### config.mk
export PLATFORM = sky130hd
export DESIGN_NAME = strip_fan_index_assembler_unit
export DESIGN_NICKNAME = d
export VERILOG_FILES = /design/src/rtl/core/sfia_pkg.sv /design/src/rtl/core/strip_fan_index_assembler_unit.sv
export SDC_FILE = /design/constraint.sdc
export NUM_CORES = 1
export LEC_CHECK = 0
export BUFFER_PORTS_ARGS = -buffer_cell sky130_fd_sc_hd__buf_2
export CORE_MARGIN = 4
export CORE_UTILIZATION = 55
export DETAILED_ROUTE_END_ITERATION = 16
export HOLD_SLACK_MARGIN = 0.08
export PLACE_DENSITY = 0.84
export REMOVE_ABC_BUFFERS = 1
export SYNTH_ARGS = -nofsm -noshare
export SYNTH_HDL_FRONTEND = slang
export SYNTH_SLANG_ARGS = --single-unit
### constraint.sdc
create_clock -name clk_i -period 12.55 [get_ports clk_i]
set_input_delay 0.6275 -clock clk_i [delete_from_list [all_inputs] [get_ports clk_i]]
set_output_delay 0.6275 -clock clk_i [all_outputs]
set_load 0.02 [all_outputs]
### src/rtl/core/sfia_pkg.sv
`timescale 1ns / 1ps
`default_nettype none

package sfia_pkg;

  // Store limits and the largest primitive that one header may open.
  localparam int unsigned MaxVerts     = 2048;
  localparam int unsigned MaxIndices   = 4096;
  localparam int unsigned MaxPrimVerts = 66;

  localparam int unsigned ScaleW  = 17;
  localparam int unsigned CoordW  = 16;
  localparam int unsigned IdxW    = 11;
  localparam int unsigned BaseW   = 12;
  localparam int unsigned TotalW  = 13;
  localparam int unsigned LeftW   = 7;
  localparam int unsigned ProdW   = 32;
  localparam int unsigned InDataW = 64;

  localparam logic [ScaleW-1:0] ScaleOne = 17'h10000;

  typedef enum logic [1:0] {
    KindTri = 2'd0,
    KindVtx = 2'd1,
    KindSum = 2'd2,
    KindErr = 2'd3
  } kind_e;

  typedef enum logic [1:0] {
    ErrOverflow = 2'd0,
    ErrHeader   = 2'd1,
    ErrStray    = 2'd2
  } err_e;

  // Result payload, lowest field in the lowest bits.
  typedef struct packed {
    logic              pad;
    logic [1:0]        error_code;
    logic [BaseW-1:0]  total_vertices;
    logic [TotalW-1:0] total_indices;
    logic [ProdW-1:0]  t_out;
    logic [ProdW-1:0]  s_out;
    logic [IdxW-1:0]   src_vertex;
    logic [IdxW-1:0]   idx_c;
    logic [IdxW-1:0]   idx_b;
    logic [IdxW-1:0]   idx_a;
  } result_t;

  localparam int unsigned OutDataW = $bits(result_t);

endpackage

`default_nettype wire

### src/rtl/core/strip_fan_index_assembler_unit.sv
// Vertex record: scaled in StMulS then StMulT (two passes through the shared multiplier),
// then held in StEmit until the output register is free; the next item waits for that.
// Header: checked in StCheck, then triangles follow one per cycle while the output is
// taken; the next item can be taken in the cycle after the last triangle is loaded.
// Summaries and errors pass StCheck, then StEmit; a one- or two-vertex header emits none.
// rst_ni is asynchronous and active low; it clears the counters, sets both scales to 1.0.
`timescale 1ns / 1ps
`default_nettype none

module strip_fan_index_assembler_unit (
  input  wire                           clk_i,
  input  wire                           rst_ni,
  // Configuration write channel.
  input  wire                           cfg_valid_i,
  output logic                          cfg_ready_o,
  input  wire                           cfg_index_i,
  input  wire [sfia_pkg::ScaleW-1:0]    cfg_data_i,
  // Input items.
  input  wire                           s_axis_tvalid,
  output logic                          s_axis_tready,
  // tdata: prim_count[15:0], vertex_ref[26:16], tex_s_in[42:27], tex_t_in[58:43], zeros.
  input  wire [sfia_pkg::InDataW-1:0]   s_axis_tdata,
  // tuser: cmd.
  input  wire                           s_axis_tuser,
  // Result items.
  output logic                          m_axis_tvalid,
  input  wire                           m_axis_tready,
  // tdata: idx_a[10:0], idx_b[21:11], idx_c[32:22], src_vertex[43:33], s_out[75:44],
  // t_out[107:76], total_indices[120:108], total_vertices[132:121], error_code[134:133].
  output logic [sfia_pkg::OutDataW-1:0] m_axis_tdata,
  // tuser: kind.
  output logic [1:0]                    m_axis_tuser,
  output logic                          m_axis_tlast
);

  import sfia_pkg::*;

  typedef enum logic [5:0] {
    StIdle  = 6'b000001,
    StCheck = 6'b000010,
    StMulS  = 6'b000100,
    StMulT  = 6'b001000,
    StTri   = 6'b010000,
    StEmit  = 6'b100000
  } state_e;

  state_e state_q, state_d;

  logic [ScaleW-1:0] s_scale_q, s_scale_d, t_scale_q, t_scale_d;
  logic [BaseW-1:0]  base_q, base_d;
  logic [TotalW-1:0] itotal_q, itotal_d;
  logic [LeftW-1:0]  left_q, left_d;

  // Latched input item.
  logic              cmd_q, cmd_d;
  logic              fan_q, fan_d;
  logic [16:0]       n_q, n_d;
  logic [IdxW-1:0]   vref_q, vref_d;
  logic [CoordW-1:0] tex_s_q, tex_s_d, tex_t_q, tex_t_d;

  // Triangle sequencing.
  logic [LeftW-1:0]  tri_i_q, tri_i_d, tris_q, tris_d;

  // Staged single result.
  result_t           res_q, res_d;
  logic [1:0]        res_kind_q, res_kind_d;

  // Output register.
  logic              ov_q, ov_d;
  result_t           od_q, od_d;
  logic [1:0]        ok_q, ok_d;
  logic              ol_q, ol_d;

  logic              out_free;
  assign out_free = !ov_q || m_axis_tready;

  // Shared multiplier: one coordinate times its clamped scale per cycle.
  logic [CoordW-1:0]      mul_coord;
  logic [ScaleW-1:0]      mul_scale, mul_k;
  logic signed [33:0]     prod;
  assign mul_coord = (state_q == StMulS) ? tex_s_q : tex_t_q;
  assign mul_scale = (state_q == StMulS) ? s_scale_q : t_scale_q;
  assign mul_k     = mul_scale[ScaleW-1] ? ScaleOne : mul_scale;
  assign prod      = $signed(mul_coord) * $signed({1'b0, mul_k});

  // Header checks.
  logic [16:0]       prim_ext, prim_abs;
  logic [LeftW-1:0]  n7, tris_c;
  logic [8:0]        add_idx;
  logic [TotalW:0]   idx_sum;
  logic [BaseW:0]    vtx_sum;
  assign prim_ext = {s_axis_tdata[15], s_axis_tdata[15:0]};
  assign prim_abs = prim_ext[16] ? (~prim_ext + 17'd1) : prim_ext;
  assign n7       = n_q[LeftW-1:0];
  assign tris_c   = (n7 >= 7'd3) ? (n7 - 7'd2) : '0;
  assign add_idx  = {1'b0, tris_c, 1'b0} + {2'b0, tris_c};
  assign idx_sum  = {1'b0, itotal_q} + {5'b0, add_idx};
  assign vtx_sum  = {1'b0, base_q} + {6'b0, n7};

  // Triangle index generation.
  logic [IdxW-1:0] bi, p1, p2;
  result_t         tri_res;
  assign bi = base_q[IdxW-1:0] + {4'b0, tri_i_q};
  assign p1 = bi + 11'd1;
  assign p2 = bi + 11'd2;
  always_comb begin
    tri_res = '0;
    if (fan_q) begin
      tri_res.idx_a = base_q[IdxW-1:0];
      tri_res.idx_b = p1;
      tri_res.idx_c = p2;
    end else begin
      tri_res.idx_a = bi;
      tri_res.idx_b = tri_i_q[0] ? p2 : p1;
      tri_res.idx_c = tri_i_q[0] ? p1 : p2;
    end
  end

  assign cfg_ready_o   = 1'b1;
  assign s_axis_tready = (state_q == StIdle);
  assign m_axis_tvalid = ov_q;
  assign m_axis_tdata  = od_q;
  assign m_axis_tuser  = ok_q;
  assign m_axis_tlast  = ol_q;

  always_comb begin
    state_d    = state_q;
    s_scale_d  = s_scale_q;
    t_scale_d  = t_scale_q;
    base_d     = base_q;
    itotal_d   = itotal_q;
    left_d     = left_q;
    cmd_d      = cmd_q;
    fan_d      = fan_q;
    n_d        = n_q;
    vref_d     = vref_q;
    tex_s_d    = tex_s_q;
    tex_t_d    = tex_t_q;
    tri_i_d    = tri_i_q;
    tris_d     = tris_q;
    res_d      = res_q;
    res_kind_d = res_kind_q;
    ov_d       = ov_q;
    od_d       = od_q;
    ok_d       = ok_q;
    ol_d       = ol_q;

    if (ov_q && m_axis_tready) begin
      ov_d = 1'b0;
    end

    if (cfg_valid_i) begin
      if (cfg_index_i) begin
        t_scale_d = cfg_data_i;
      end else begin
        s_scale_d = cfg_data_i;
      end
    end

    unique case (state_q)
      StIdle: begin
        if (s_axis_tvalid) begin
          cmd_d   = s_axis_tuser;
          fan_d   = s_axis_tdata[15];
          n_d     = prim_abs;
          vref_d  = s_axis_tdata[26:16];
          tex_s_d = s_axis_tdata[42:27];
          tex_t_d = s_axis_tdata[58:43];
          state_d = StCheck;
        end
      end
      StCheck: begin
        res_d      = '0;
        res_kind_d = KindErr;
        state_d    = StEmit;
        if (cmd_q) begin
          if (left_q == '0) begin
            res_d.error_code = ErrStray;
          end else begin
            res_kind_d = KindVtx;
            res_d.src_vertex = vref_q;
            state_d = StMulS;
          end
        end else if (left_q != '0) begin
          res_d.error_code = ErrHeader;
        end else if (n_q == '0) begin
          res_kind_d           = KindSum;
          res_d.total_indices  = itotal_q;
          res_d.total_vertices = base_q;
          base_d   = '0;
          itotal_d = '0;
        end else if (n_q > 17'(MaxPrimVerts) || vtx_sum > 13'(MaxVerts) ||
                     idx_sum > 14'(MaxIndices)) begin
          res_d.error_code = ErrOverflow;
        end else begin
          itotal_d = idx_sum[TotalW-1:0];
          left_d   = n7;
          tris_d   = tris_c;
          tri_i_d  = '0;
          state_d  = (tris_c == '0) ? StIdle : StTri;
        end
      end
      StMulS: begin
        res_d.s_out = prod[ProdW-1:0];
        state_d     = StMulT;
      end
      StMulT: begin
        res_d.t_out = prod[ProdW-1:0];
        base_d      = base_q + 12'd1;
        left_d      = left_q - 7'd1;
        state_d     = StEmit;
      end
      StTri: begin
        if (out_free) begin
          ov_d = 1'b1;
          od_d = tri_res;
          ok_d = KindTri;
          ol_d = (tri_i_q + 7'd1 == tris_q);
          tri_i_d = tri_i_q + 7'd1;
          if (tri_i_q + 7'd1 == tris_q) begin
            state_d = StIdle;
          end
        end
      end
      StEmit: begin
        if (out_free) begin
          ov_d    = 1'b1;
          od_d    = res_q;
          ok_d    = res_kind_q;
          ol_d    = 1'b1;
          state_d = StIdle;
        end
      end
      default: state_d = StIdle;
    endcase
  end

  always_ff @(posedge clk_i or negedge rst_ni) begin
    if (!rst_ni) begin
      state_q   <= StIdle;
      s_scale_q <= ScaleOne;
      t_scale_q <= ScaleOne;
      base_q    <= '0;
      itotal_q  <= '0;
      left_q    <= '0;
      tri_i_q   <= '0;
      tris_q    <= '0;
      ov_q      <= 1'b0;
    end else begin
      state_q   <= state_d;
      s_scale_q <= s_scale_d;
      t_scale_q <= t_scale_d;
      base_q    <= base_d;
      itotal_q  <= itotal_d;
      left_q    <= left_d;
      tri_i_q   <= tri_i_d;
      tris_q    <= tris_d;
      ov_q      <= ov_d;
    end
  end

  always_ff @(posedge clk_i) begin
    cmd_q      <= cmd_d;
    fan_q      <= fan_d;
    n_q        <= n_d;
    vref_q     <= vref_d;
    tex_s_q    <= tex_s_d;
    tex_t_q    <= tex_t_d;
    res_q      <= res_d;
    res_kind_q <= res_kind_d;
    od_q       <= od_d;
    ok_q       <= ok_d;
    ol_q       <= ol_d;
  end

endmodule

`default_nettype wire

==> summary.md <==
| Metric | Value |
|---|---|
| Tot GR Track Use | about 26% |
| Critical path peak fanout | 52 |
| Placed inst area | ~28000 sq um |
| Via density | roughly 5.7 |
| Hold_ws | roughly 220 ps |
| Final Hold Vio Count | 0 |
| Mapped cell area | between 20000 and 30000 sq um |
| First DRT Iteration DRCs | between 1.5k and 2k |
| Reg-to-reg startpoint | state_q[5] |
| Via count | 18.7k |
| Routed Wire Length | around 65000 um |
| Sequential share of power | 19.7% |
| Finish-stage setup viols | 0 |
| Rel. slew slack | between 20 and 30% |
| Clock transition at path regs | approximately 60 ps |
| First-pass GRT wire length | between 100000 and 150000 um |
| Power Total | 8.33 mW |
| Drt first pass iters | 7 |
| Cell Rows | 79 |
| Setup slack, reg-to-reg | about 2800 ps |
| Outcome | finished, final reports clean |
| Critical path's top delay family | adder cells |
| Synth area leaders | edfxtp_1, fa_1, dfrtp_1, ha_1, inv_1 |
| Mapped Avg Cell Area | 10.8 sq um |
| DIE HEIGHT | between 200 and 250 um |
| Vias in the first global route | 19.2k |
| Combinational Power Share | 66.0% |
| Core box area | 46800 sq um |
| Gr ovfl total | 0 |
| Max Slew Vio Count | 0 |
| Crit Path Class | reg2reg |
| Starting Density | between 50 and 60% |
| P_leak | about 13 nW |
| Largest family of logic cells by synthesized area | adder cells |
| Initial antenna violation count | 1 |
| Critical-path top delay cell | mux2i_4 |
| Critical Path AT | slightly above 10000 ps |
| Internal power | roughly 4.4 mW |
| RSZ-0062 raised after global routing | false |
| Die ar. | 51100 sq um |
| Worst Tran Pin Value | between 1000 and 1500 ps |
| Crit Reg-Reg Endpoint | res_q[104] |
| Final setup skew | 16.1 ps |
| Max IR drop VDD | 0.000505 V |
| CTS H-tree depth | 2 |
| Buf/Inv on CP | 7 |
| Switching share of power | between 40% and 50% |
| Clock buffer depth | 3 |
| TritonCTS clock tree | done |
| DR WL/cell | between 15 and 20 um |
| Leading area contributor after synthesis | edfxtp_1 |
| Io pins | 230 |
| Worst path most repeated cell | fa_1 |
| Max Cap Violations | 0 |
| CTS resizes | 0 |
| Nets | roughly 3.1k |
| Dpl hpwl | between 40000 and 50000 um |
| Postcts setup bufs | 0 |
| YS warnings | 0 |
| Synth cell types | 77 |
| Worst Hold Class | in2reg |
| Post-synth EDFFs | between 300 and 400 |
| Ys async rst share | 22.3% |
| Clock power frac | 14.3% |
| Type of origin of the critical path | register |
| Register-to-Register Path Depth | 28 |
| Hold Crit Depth | 1 |
| Fin util | between 60% and 70% |
| I/O Buffers | roughly 220 |
| Post-synthesis mux area share | 3.27% |
| Tmin final | ~9700 ps |
| Clock root cell | clkbuf_16 |
| Max stage delay on crit path | 930 ps |
| Largest net degree at the start of global routing | between 100 and 150 |
| Simple-gate share of the synthesized area | between 10% and 20% |
| Design area | slightly below 30000 sq um |
| Growth of design area from synthesis to finish | 12.1% |
| # DRC | 0 |
| Width of the die | 226 um |
| Synth top area share | between 30% and 40% |
| Clock Sink Count | 391 |
| Layout cells sized above 1 | between 10% and 20% |
| Most used DFF post-synth | edfxtp_1 |
| Psw | 3.93 mW |
| CP Capture Type | register |
| Post-synthesis xor/xnor area fraction | around 3.1% |
| Post-Synthesis Cells | around 2.4k |
| Synth Area in Compound Gates | 5.67% |
| Commonest cells after routing, fill and taps aside | inv_1, edfxtp_1, nor2_1 |
| Min-Delay Endpoint | tex_t_q[2] |
| Min-delay src | s_axis_tdata[45] |
| Antenna viol nets, final | 0 |
| Worst-Skew Late Latency | just under 600 ps |
| Pwr Density | ~280 nW/um^2 |
| Synth Area in Adders | between 20% and 30% |
| Final Wtd Congestion | slightly below 1 |
| Worst endpoint required time | approximately 13000 ps |
| Total Neg Setup Slack | 0 ps |
| Max Fclk | approximately 100 MHz |
| Yosys reg bits | between 300 and 400 |
| Seq/Total Area, Yosys | between 40% and 50% |
| Number of CTS-inserted buffers | 41 |
| Final Cycle Share | between 70 and 80% |
[cell families (layout without fill, tap and decap cells)]
group                      after synthesis  count (layout)
other                                    2               4
muxes                                   81              81
adders and majority gates              361             361
AOI/OAI and AO/OA                      227             227
and+or+nand+nor                        872             872
DFF                                    391             391
xor gates and xnor gates                92              92
buffers and inverters                  384             636
[routing by layer]
layer / vias to the layer above / track usage [%] / share of wire [%] / routed length (um)
met3: 173 / 4.29 / 7.9 / 5120
met1: 9257 / 35.3 / 41 / 26500
met5: - / 0 / 0 / 0
li1: 8409 / - / - / -
met2: 881 / 41.9 / 47 / 30600
met4: 0 / 9.94 / 4.1 / 2640
[through the flow]
| stage | worst slack (ps) | std cells |
|---|---|---|
| global route | 2090 | 3271 |
| global placement | 3150 | 3194 |
| CTS | 2770 | 3270 |
| detailed placement | 2820 | 3194 |
| finish | 2820 | 3271 |
| floorplan | 2110 | 2333 |
[what timing repair did]
item                                    CTS  global route
endpoints found under the setup margin    0             0
hold buffers                              1             0
endpoints found under the hold margin     4             0
[registers in the layout, summed over array words and instances (netlist names), 2 cells and up]
| register | cells |
|---|---|
| state_q | 6 |
| res_kind_q | 2 |
| n_q | 17 |
| tris_q | 7 |
| tri_i_q | 7 |
| vref_q | 11 |
| tex_s_q | 16 |
| m_axis_tuser | 2 |
| s_scale_q | 17 |
| left_q | 7 |
| t_scale_q | 17 |
| m_axis_tdata | 135 |
| res_q | 102 |
| base_q | 12 |
| tex_t_q | 16 |
| itotal_q | 13 |
[cell usage after synthesis, types with 42 or more instances]
master	instances
a21oi_1	60
edfxtp_1	304
and3_1	42
ha_1	144
clkbuf_1	62
nor2_1	299
mux2i_1	46
o21ai_0	58
fa_1	217
xnor2_1	54
nand2_1	255
dfrtp_1	84
inv_1	305
and2_1	117
[worst max path at each step]
stage,startpoint,endpoint,slack [ps],cells past startpoint
after global placement,state_q[5],res_q[104],3150,26
final,state_q[5],res_q[104],2820,28
after detailed placement,state_q[5],res_q[104],2820,28
after global routing,state_q[4],res_q[69],2090,26
after floorplan,state_q[5],res_q[70],2110,26
after CTS,state_q[4],res_q[104],2770,28
[power groups by stage]
stage	registers, mW	logic (mW)	clock network, mW
floorplan	1.68	4.17	0
detailed placement	1.67	5.49	0
CTS	1.64	5.55	1.21
global route	1.65	6.34	1.27
global placement	1.66	5.28	0
finish	1.64	5.50	1.19
[cell type report]
type	count	area, sq um
antenna	1	2.50
clock buffer	54	1070
clock inverter	21	231
fill	3569	17500
inverter	306	1150
multi-input combinational	1636	13400
sequential	391	11300
tap	607	759
timing repair buffer	255	1360
No activity file was read; power rests on OpenSTA's default activity.
